File: src/rtl/rsr_pkg.sv
// Shared package for the radial surface relaxation block.
// Holds field widths, register indexes, mode codes and fixed-point constants.
// No dependencies.
package rsr_pkg;

  localparam int POS_W       = 32;
  localparam int SUM_W       = 2 * POS_W;
  localparam int ROOT_W      = POS_W;
  localparam int CFG_IDX_W   = 3;
  localparam int CFG_DATA_W  = 32;
  localparam int COORD_WIDTH_DEF = 32;

  localparam logic [CFG_IDX_W-1:0] REG_MODE          = 3'd0;
  localparam logic [CFG_IDX_W-1:0] REG_AMPLITUDE     = 3'd1;
  localparam logic [CFG_IDX_W-1:0] REG_MAX_RADIUS    = 3'd2;
  localparam logic [CFG_IDX_W-1:0] REG_INV_DECAY     = 3'd3;
  localparam logic [CFG_IDX_W-1:0] REG_WAVE_NUMBER   = 3'd4;
  localparam logic [CFG_IDX_W-1:0] REG_UNIFORM_SCALE = 3'd5;

  localparam logic [1:0] MODE_EXP     = 2'd0;
  localparam logic [1:0] MODE_OSC     = 2'd1;
  localparam logic [1:0] MODE_UNIFORM = 2'd2;
  localparam logic [1:0] MODE_UNUSED  = 2'd3;

  localparam logic [30:0] LOG2E_Q30      = 31'd1549082005;
  localparam logic [24:0] EXP_BIAS       = 25'd2337507;
  localparam logic [29:0] INV_TWO_PI_Q32 = 30'd683565276;
  localparam logic [15:0] EXP_C1         = 16'd45600;
  localparam logic [14:0] EXP_C2         = 15'd14752;
  localparam logic [12:0] EXP_C3         = 13'd5184;
  localparam logic [16:0] SIN_A1         = 17'd102944;
  localparam logic [15:0] SIN_A3         = 16'd42166;
  localparam logic [12:0] SIN_A5         = 13'd4758;
  localparam logic [22:0] EXP_ARG_LIMIT  = 23'd4194304;
  localparam logic [16:0] ONE_Q16        = 17'd65536;
  localparam logic [8:0]  EXP_N_BIAS     = 9'd128;

  typedef struct packed {
    logic [2:0][POS_W-1:0] c;
    logic                  last;
  } side_t;

endpackage

File: src/rtl/rsr_sqrt.sv
// Pipelined integer square root, one result bit per stage.
// Standalone; every stage advances only on en.
module rsr_sqrt #(
  parameter int IN_W = rsr_pkg::SUM_W
) (
  input  logic              clk,
  input  logic              en,
  input  logic [IN_W-1:0]   radicand,
  output logic [IN_W/2-1:0] root
);

  localparam int STEPS = IN_W / 2;
  localparam int REM_W = STEPS + 3;

  logic [IN_W-1:0]  v_r    [STEPS-1];
  logic [REM_W-1:0] rem_r  [STEPS-1];
  logic [STEPS-1:0] root_r [STEPS];

  for (genvar k = 0; k < STEPS; k++) begin : g_step
    logic [IN_W-1:0]  v_in;
    logic [REM_W-1:0] rem_in;
    logic [STEPS-1:0] root_in;
    logic [REM_W-1:0] rem_sh;
    logic [REM_W-1:0] trial;
    logic             ge;

    if (k == 0) begin : g_first
      assign v_in    = radicand;
      assign rem_in  = '0;
      assign root_in = '0;
    end else begin : g_next
      assign v_in    = v_r[k-1];
      assign rem_in  = rem_r[k-1];
      assign root_in = root_r[k-1];
    end

    assign rem_sh = {rem_in[REM_W-3:0], v_in[IN_W-1 -: 2]};
    assign trial  = {1'b0, root_in, 2'b01};
    assign ge     = rem_sh >= trial;

    always_ff @(posedge clk) begin
      if (en) begin
        root_r[k] <= {root_in[STEPS-2:0], ge};
      end
    end

    if (k < STEPS - 1) begin : g_carry
      always_ff @(posedge clk) begin
        if (en) begin
          v_r[k]   <= {v_in[IN_W-3:0], 2'b00};
          rem_r[k] <= ge ? rem_sh - trial : rem_sh;
        end
      end
    end
  end

  assign root = root_r[STEPS-1];

endmodule

File: config.mk
export PLATFORM = sky130hd
export DESIGN_NAME = rsr_sqrt
export DESIGN_NICKNAME = d
export VERILOG_FILES = /design/src/rtl/rsr_pkg.sv /design/src/rtl/rsr_sqrt.sv
export SDC_FILE = /design/constraint.sdc
export NUM_CORES = 2
export LEC_CHECK = 0
export BUFFER_PORTS_ARGS = -buffer_cell sky130_fd_sc_hd__buf_4
export CORE_AREA = 8 8 602 604
export CTS_BUF_LIST = sky130_fd_sc_hd__clkbuf_4
export DETAILED_ROUTE_END_ITERATION = 6
export DIE_AREA = 0 0 610 612
export PLACE_DENSITY = 0.53
export SETUP_SLACK_MARGIN = 0.02
export SLEW_MARGIN = 30
export SYNTH_ARGS = -nofsm -noshare
export SYNTH_HDL_FRONTEND = slang
export SYNTH_SLANG_ARGS = --single-unit
File: constraint.sdc
create_clock -name clk -period 3.8 [get_ports clk]
set_input_delay 0.57 -clock clk [delete_from_list [all_inputs] [get_ports clk]]
set_output_delay 0.57 -clock clk [all_outputs]
set_load 0.1 [all_outputs]
==> metrics.cfg <==
[outcome]
status = complete, no violations

[logic_synthesis]
synthTopCellsByArea = edfxtp_1, ha_1, xnor2_1, xor2_1, a21oi_1
synth_fa_ha_area_share_pct = 6.063
syn_nets = 9562
synth_top_area_share_pct = 64.69
ys_types = 91
synth_xor_area_share_pct = 6.014
synth_edf_count = 2494
synth-seq-cells = 2494
synth_warnings = 0
synth_compound_area_share_pct = 9.593
synth_area_per_cell_um2 = 12.96
synth_top_area_cell = edfxtp_1
syn_area_um2 = 115800
async_reset_ff_share_pct = 0
synth_ff_type = edfxtp_1
synth_top_family_by_area = simple AND/OR/NAND/NOR gates
seq_area_frac_synth_pct = 64.69
syn_inst = 8935
yosys.area_share.simple_pct = 9.834
synth_mux_area_share_pct = 0.8980

[route]
vias = 72310
drt-wirelength-per-cell_um = 16.29
drtAntennaViolNets = 0
drt_pass1_iterations = 6
drc = 0
drt-total-wl_um = 245300
via_per_inst = 4.802
drtIter0Drc = 4492

[job]
cap_violations = 0

[timing]
whs_ps = 361.2
timing.fmax_ghz = 0.2666
skew_ps = 155.0
finalSetupViolations = 0
maxSlewViolCount = 0
slew_headroom_pct = 35.88
rsz0062_at_grt = true
finalWorstPathRequiredPeriod_ps = 3750
worst_pin_slew_ps = 956.1
hold_viol_final = 0
period_share_pct = 98.69

[placed_design]
post_dp_cell_area_um2 = 123800
place_hpwl_um = 174200
io_buffer_count = 97
gp_congestion = 0.8598

[global_routing]
grt_pass1_vias = 73700
grt_pass1_wl_um = 390300
track_usage_pct = 12.67
grt_max_degree = 116
grt_remaining_overflow = 0
antenna_found_initial = 10

[clock_tree]
h-tree-depth = 6
cts_tree = built
clk_pin_slew_worst_paths_ps = 60
clock_sinks = 2494
cts_buffers = 682
cts_root_buf = clkbuf_4
clk_latency_ps = 1470
cts-root-to-sink-buffers = 4

[die]
fp-row-count = 219
die_area_um2 = 373300
core_um2 = 353500
dieWidth_um = 610
start_util_pct = 32.75
die_h_um = 612
ioPinCount = 98

[pwr]
p_leak_uw = 0.05181
p_per_area_nw_per_um2 = 575.7
ir_drop_mv = 0.2511
p_total_uw = 77290

[critical_path]
crit_path_end_kind = flop
setup.worst_path.class = reg2reg
arrival_ps = 4920
crit_path_end = rem_r[4][41]
r2r_start = rem_r[4][21]
critPathMaxFanout = 6
startpoint_type = flop
cp.required_ps = 4970
critPathLaunch = rem_r[4][21]
r2r_setup_slack_ps = 50
r2r_cells = 11
regToRegEndpoint = rem_r[4][41]

[layout]
drive_gt1_share_pct = 15.22
final_area_um2 = 134300
utilization_pct = 37.98
syn_to_final_growth_pct = 15.96
nets = 10530

[worst_hold_path]
min_path_type = in2reg

cells in the mapped netlist, types with 70 or more instances:
| master | instances |
|---|---|
| nor4_1 | 121 |
| xor2_1 | 395 |
| nor3_1 | 212 |
| xnor2_1 | 400 |
| a21oi_1 | 578 |
| edfxtp_1 | 2494 |
| mux2_2 | 87 |
| o31ai_1 | 70 |
| ha_1 | 561 |
| nand4_1 | 91 |
| nor2b_1 | 90 |
| o21ai_0 | 421 |
| inv_1 | 727 |
| o21a_1 | 103 |
| nor2_1 | 592 |
| or3_1 | 86 |
| nand2_1 | 589 |
| nand3_1 | 135 |
| a21o_1 | 230 |
| clkbuf_1 | 137 |
| nand2b_1 | 114 |
layout make-up:
cell class / instances / area, um2
repair buffers: 441 / 4210
multi-input cells: 5550 / 37870
well taps: 4641 / 5807
flip-flops and latches: 2494 / 74890
fillers: 33770 / 219200
inverters: 729 / 2736
clock buffers: 962 / 7222
diodes: 10 / 25.02
clock inverters: 232 / 1488
layer usage:
metal / vias to the layer above / GRT usage (%) / wire length (um)
met5: - / 0 / 89
met4: 14 / 5.142 / 8089
li1: 35480 / - / -
met3: 577 / 2.480 / 10850
met2: 1592 / 21.90 / 120300
met1: 34640 / 15.52 / 106000
logic make-up (layout without fill, tap and decap cells):
kind of cell	Yosys count	after routing
muxes	93	93
and+or+nand+nor	2316	2316
AOI/OAI and AO/OA	1784	1784
adders and majority gates	561	561
other	1	11
xor gates and xnor gates	795	795
buffers and inverters	891	2364
DFF	2494	2494
worst max-delay path, cell delays in order (launching register included):
cell and delay (ps):
edfxtp_1 400, or4_4 560, or3_4 360, or3_4 340, or2_4 240, or4_4 420
a311o_1 380, a211oi_4 260, buf_6 180, buf_12 120, clkbuf_16 150, o31ai_4 50
registers in the layout, summed over array words and instances (netlist names):
name    cells
rem_r     974
root_r    528
v_r       992
layout by cell type, fill, tap and decap left out, types with 84 or more instances in the layout:
master,n
edfxtp_1,2494
clkbuf_4,962
inv_1,727
nor2_1,591
nand2_1,586
a21oi_1,573
ha_1,559
o21ai_0,412
xnor2_1,400
xor2_1,395
buf_4,264
a21o_1,230
nor3_1,208
nand3_1,134
clkinv_1,134
dlygate4sd3_1,130
nor4_1,118
nand2b_1,114
o21a_1,103
nand4_1,91
nor2b_1,90
mux2_2,87
or3_1,84
where the power goes:
| part | internal (uW) | total, uW | switching (uW) |
|---|---|---|---|
| Combinational | 7020 | 16300 | 9250 |
| Sequential | 34800 | 37100 | 2350 |
| Clock | 12600 | 23900 | 11300 |
| Total | 54400 | 77300 | 22900 |
worst min-delay path by stage:
stage | from | to | slack [ps] | depth (start not counted)
floorplan | v_r[0][36] | v_r[0][100] | 400 | 0
global placement | v_r[0][79] | v_r[1][19] | 400 | 0
detailed placement | v_r[0][36] | v_r[0][100] | 400 | 0
CTS | radicand[53] | v_r[0][53] | 50 | 3
global route | radicand[47] | v_r[0][47] | 200 | 3
finish | en | v_r[4][52] | 360 | 3
stage by stage:
step                      TNS (ps)  setup WS (ps)  std cells
after floorplan                  0          297.7       8935
after global placement      -51.32         -51.32      13720
after detailed placement    -54.52         -54.52      13720
after CTS                        0          22.61      15040
after global routing        -174.8         -41.35      15050
final                            0          49.68      15060
repair_timing:
item,4_1_cts,5_1_grt
gates resized for setup,4,72
gates cloned,0,2
pin swaps,0,11
buffers inserted,0,8
setup endpoints to repair,10,221
hold buffers,130,0
endpoints found under the hold margin,2129,0
(Power assumes the default switching activity.)
