### src/rtl/rsr_pkg.sv
// Shared package for the radial surface relaxation block.
// Holds field widths, register indexes, mode codes and fixed-point constants.
// No dependencies.
package rsr_pkg;

  localparam int POS_W       = 32;
  localparam int SUM_W       = 2 * POS_W;
  localparam int ROOT_W      = POS_W;
  localparam int CFG_IDX_W   = 3;
  localparam int CFG_DATA_W  = 32;
  localparam int COORD_WIDTH_DEF = 32;

  localparam logic [CFG_IDX_W-1:0] REG_MODE          = 3'd0;
  localparam logic [CFG_IDX_W-1:0] REG_AMPLITUDE     = 3'd1;
  localparam logic [CFG_IDX_W-1:0] REG_MAX_RADIUS    = 3'd2;
  localparam logic [CFG_IDX_W-1:0] REG_INV_DECAY     = 3'd3;
  localparam logic [CFG_IDX_W-1:0] REG_WAVE_NUMBER   = 3'd4;
  localparam logic [CFG_IDX_W-1:0] REG_UNIFORM_SCALE = 3'd5;

  localparam logic [1:0] MODE_EXP     = 2'd0;
  localparam logic [1:0] MODE_OSC     = 2'd1;
  localparam logic [1:0] MODE_UNIFORM = 2'd2;
  localparam logic [1:0] MODE_UNUSED  = 2'd3;

  localparam logic [30:0] LOG2E_Q30      = 31'd1549082005;
  localparam logic [24:0] EXP_BIAS       = 25'd2337507;
  localparam logic [29:0] INV_TWO_PI_Q32 = 30'd683565276;
  localparam logic [15:0] EXP_C1         = 16'd45600;
  localparam logic [14:0] EXP_C2         = 15'd14752;
  localparam logic [12:0] EXP_C3         = 13'd5184;
  localparam logic [16:0] SIN_A1         = 17'd102944;
  localparam logic [15:0] SIN_A3         = 16'd42166;
  localparam logic [12:0] SIN_A5         = 13'd4758;
  localparam logic [22:0] EXP_ARG_LIMIT  = 23'd4194304;
  localparam logic [16:0] ONE_Q16        = 17'd65536;
  localparam logic [8:0]  EXP_N_BIAS     = 9'd128;

  typedef struct packed {
    logic [2:0][POS_W-1:0] c;
    logic                  last;
  } side_t;

endpackage

### src/rtl/rsr_div.sv
// Pipelined restoring divider: quot = (numer << (W-1)) / denom, numer <= denom.
// Standalone; one quotient bit per stage, and every stage advances only on en.
module rsr_div #(
  parameter int W = rsr_pkg::POS_W
) (
  input  logic         clk,
  input  logic         en,
  input  logic [W-1:0] numer,
  input  logic [W-1:0] denom,
  output logic [W-1:0] quot
);

  logic [W-1:0] rem_r  [W-1];
  logic [W-1:0] den_r  [W-1];
  logic [W-1:0] quot_r [W];

  for (genvar k = 0; k < W; k++) begin : g_step
    logic [W-1:0] rem_in;
    logic [W-1:0] den_in;
    logic [W-1:0] q_in;
    logic         bit_in;
    logic [W:0]   rem_sh;
    logic [W:0]   diff;
    logic         ge;

    if (k == 0) begin : g_first
      assign rem_in = {1'b0, numer[W-1:1]};
      assign den_in = denom;
      assign q_in   = '0;
      assign bit_in = numer[0];
    end else begin : g_next
      assign rem_in = rem_r[k-1];
      assign den_in = den_r[k-1];
      assign q_in   = quot_r[k-1];
      assign bit_in = 1'b0;
    end

    assign rem_sh = {rem_in, bit_in};
    assign diff   = rem_sh - {1'b0, den_in};
    assign ge     = rem_sh >= {1'b0, den_in};

    always_ff @(posedge clk) begin
      if (en) begin
        quot_r[k] <= {q_in[W-2:0], ge};
      end
    end

    if (k < W - 1) begin : g_carry
      always_ff @(posedge clk) begin
        if (en) begin
          rem_r[k] <= ge ? diff[W-1:0] : rem_sh[W-1:0];
          den_r[k] <= den_in;
        end
      end
    end
  end

  assign quot = quot_r[W-1];

endmodule

### config.mk
export PLATFORM = sky130hd
export DESIGN_NAME = rsr_div
export DESIGN_NICKNAME = d
export VERILOG_FILES = /design/src/rtl/rsr_pkg.sv /design/src/rtl/rsr_div.sv
export SDC_FILE = /design/constraint.sdc
export NUM_CORES = 2
export LEC_CHECK = 0
export BUFFER_PORTS_ARGS = -buffer_cell sky130_fd_sc_hd__buf_4
export CELL_PAD_IN_SITES_DETAIL_PLACEMENT = 0
export CELL_PAD_IN_SITES_GLOBAL_PLACEMENT = 2
export CORE_UTILIZATION = 39
export DETAILED_ROUTE_END_ITERATION = 12
export GPL_TIMING_DRIVEN = 0
export PLACE_DENSITY_LB_ADDON = 0.1
export SLEW_MARGIN = 25
export SYNTH_ARGS = -nofsm -noshare
export SYNTH_HDL_FRONTEND = slang
export SYNTH_SLANG_ARGS = --single-unit
### constraint.sdc
create_clock -name clk -period 5.8 [get_ports clk]
set_input_delay 0.87 -clock clk [delete_from_list [all_inputs] [get_ports clk]]
set_output_delay 0.87 -clock clk [all_outputs]
set_load 0.02 [all_outputs]
==> metrics <==
reg2reg path depth 12; Hold Worst Slack 0.147 ns; Syn. warnings 0; pwr dens 588 mW/mm^2; asr flop ratio synth 0; first-pass GRT wire length 587 mm; Mapped Cells 12,600; RSZ-0062 raised after global routing false; share of cells above drive strength 1 0.0863; highest clock rate 0.214 GHz; Max stage delay on crit path 0.60 ns; commonest non-fill, non-tap cell in the layout edfxtp_1; drt total wl 385 mm; Worst Clk Skew 0.0350 ns; worst-path cell chain ha_1, clkbuf_1, nand3_1, nor3b_1, o21ai_0, a21oi_1, o31ai_1, a21oi_1, a21oi_1, a21oi_2, buf_2, mux2_2; max-cap violation count 0; Layout Nets 14,100; Starting Density 0.393; Total GRT Usage 0.207; Cell variety after synth 121; CTS sink cnt 2,512; status complete, no violations; post-route ant nets 0; IO buf count 97; minimum clock period 4.67 ns; detailed-route via count 95,900; Num CTS Buffers 300; post-synthesis sequential area ratio 0.533; setup bufs post-CTS 0; Rows 220; R2R Path End rem_r[1][30]$_DFFE_PP_; CTS tree built; critical path launch point rem_r[0][49]$_DFFE_PP_; Power Total 93.2 mW; Slew headroom 0.318; Reg clk slew, reported paths 0.06 ns; Worst Hold Endpoint den_r[0][29]$_DFFE_PP_; P&R area growth vs syn 12.1%; Max Root-Sink Buffers 4; H-tree levels 5; Reg2Reg Setup Slack 1.13 ns; CORE AREA 0.360 sq mm; hold path depth 1; hold path startpoint denom[29]; PostCTS Resize Cnt 0; GP Congestion 0.878; Final Setup Violations 0; clk_lat worst skew 0.92 ns; Min-Delay Path Class in2reg; most frequent cells in the layout edfxtp_1 (2,512), inv_1 (1,287), a21oi_1 (1,043); Worst R2R Start rem_r[0][49]$_DFFE_PP_; Worst Setup Slack, final 1.13 ns; pre-CTS setup slack 0.491 ns; Die H 604 um; initial antenna violation count 9; Synth Area per Inst 11.3 sq um; #FFs+latches synth 2,512; First DRT Iteration DRCs 7,187; final hold violations 0; die area 0.365 sq mm; P_leak 64.2 nW; crit path kind reg2reg; max-slew violation count 0; mapped cell area 0.142 sq mm; startpoint types flop; slowest CP cell a21oi_2; Sum Neg Setup Slack 0 ns; WL per Instance 21.4 um; nature of the critical path endpoint flop; final worst path period share 0.805; Synth Net Count 13,700; dpl hpwl 296 mm; drt drc 0; clk root buf clkbuf_16; GRT overflow 0; CP most frequent cell a21oi_1; Critical Path RT 6.46 ns; Pre-antenna DRT Iters 6; hold_buf cts 0; DR vias/cell 5.32; vias in the first global route 94,700; VDD IR-drop max 0.000327 V; IO Count 98; Post-synth top flop edfxtp_1; number of synthesized flops with an enable pin 2,512; Worst Tran Pin Value 1.02 ns; DIE WIDTH 604 um; Critical Path AT 5.33 ns; Max FO, Critical Path 10; largest net degree at the start of global routing 155
==> registers in the layout (all words and copies together) (netlist names) <==
name and flops:
den_r 992, quot_r 528, rem_r 992
==> routing by layer <==
| metal | wire length [um] | global-route usage | vias to the layer above |
|---|---|---|---|
| met5 | 0 | 0 | - |
| met4 | 8350 | 0.0449 | 0 |
| met3 | 13200 | 0.0212 | 466 |
| met2 | 186000 | 0.355 | 1700 |
| met1 | 177000 | 0.284 | 46700 |
| li1 | - | - | 47000 |
==> synthesized netlist by cell type (19+ instances only) <==
master / number / area (sq um)
a31o_2: 19 / 166
or2_2: 35 / 219
or3_1: 51 / 319
o21ai_0: 803 / 4020
nand3_1: 184 / 921
a311oi_1: 19 / 166
a31oi_1: 103 / 644
edfxtp_1: 2512 / 75400
o21a_1: 128 / 961
clkbuf_1: 180 / 676
fa_1: 31 / 621
mux2_1: 27 / 304
ha_1: 1023 / 12800
o31a_1: 24 / 210
buf_4: 20 / 150
nor4_1: 40 / 250
xor2_1: 340 / 2980
and2_1: 53 / 332
o21ai_1: 38 / 190
o211ai_1: 63 / 473
nor2_1: 747 / 2800
and3_1: 85 / 532
buf_2: 79 / 395
a21boi_0: 36 / 270
nand4_1: 156 / 976
nand2b_1: 161 / 1010
inv_1: 1287 / 4830
o31ai_1: 75 / 563
and4_1: 28 / 245
mux2i_1: 23 / 230
a41oi_1: 24 / 210
nand2_1: 889 / 3340
mux2_2: 263 / 2960
a21o_1: 508 / 3810
a211oi_1: 89 / 668
nor2b_1: 164 / 1030
a211o_1: 34 / 298
nor3_1: 161 / 806
a21oi_1: 1043 / 5220
o21bai_1: 108 / 811
mux2_4: 46 / 691
xnor2_1: 477 / 4180
==> worst max path at each step <==
| stage | end | slack, ns | cells past startpoint |
|---|---|---|---|
| after floorplan | rem_r[0][31]$_DFFE_PP_ | 2.39 | 12 |
| after global placement | quot_r[1][478]$_DFFE_PP_ | -18.99 | 1 |
| after detailed placement | rem_r[0][25]$_DFFE_PP_ | 0.49 | 13 |
| after CTS | rem_r[7][30]$_DFFE_PP_ | 1.07 | 14 |
| after global routing | rem_r[7][11]$_DFFE_PP_ | 0.80 | 14 |
| final | rem_r[1][30]$_DFFE_PP_ | 1.13 | 12 |
==> metrics by stage <==
| step | instance area, sq um | util | std cells |
|---|---|---|---|
| final | 159000 | 0.441 | 18000 |
| after global routing | 159000 | 0.441 | 18000 |
| after CTS | 159000 | 0.441 | 18000 |
| after detailed placement | 149000 | 0.413 | 17500 |
| after global placement | 148000 | 0.412 | 17400 |
| after floorplan | 142000 | - | 12600 |
==> report_power, final <==
part / internal (mW) / switching [mW]
combinational: 18.1 / 25.5
clock: 11.1 / 7.83
sequential: 27.1 / 3.47
total: 56.4 / 36.8
==> area by class of cell <==
class                      instances  area (sq um)
sequential                      2512         75400
timing repair buffer             117          1300
multi-input combinational       8465         59900
buffer                           296          1380
inverter                        1291          4850
fill                           33700        201000
clock buffer                     353          7790
tap                             4773          5970
antenna                            5          12.5
clock inverter                   193          2070
==> critical path: cells and delay by family (launching register included) <==
family | cells | cell delay, ns
AOI/OAI and AO/OA | 6 | 1.75
and+or+nand+nor | 2 | 0.77
buffers and inverters | 2 | 0.76
DFF | 1 | 0.43
muxes | 1 | 0.40
adders and majority gates | 1 | 0.30
==> cell families after synthesis <==
kind of cell	share of synthesized area
AO/OA/AOI/OAI	0.153
AND/OR/NAND/NOR	0.0949
flip-flops	0.533
buffers and inverters	0.0440
adder cells (fa/ha/maj)	0.0948
XOR/XNOR	0.0506
multiplexers	0.0296
No activity file was read; power rests on OpenSTA's default activity.
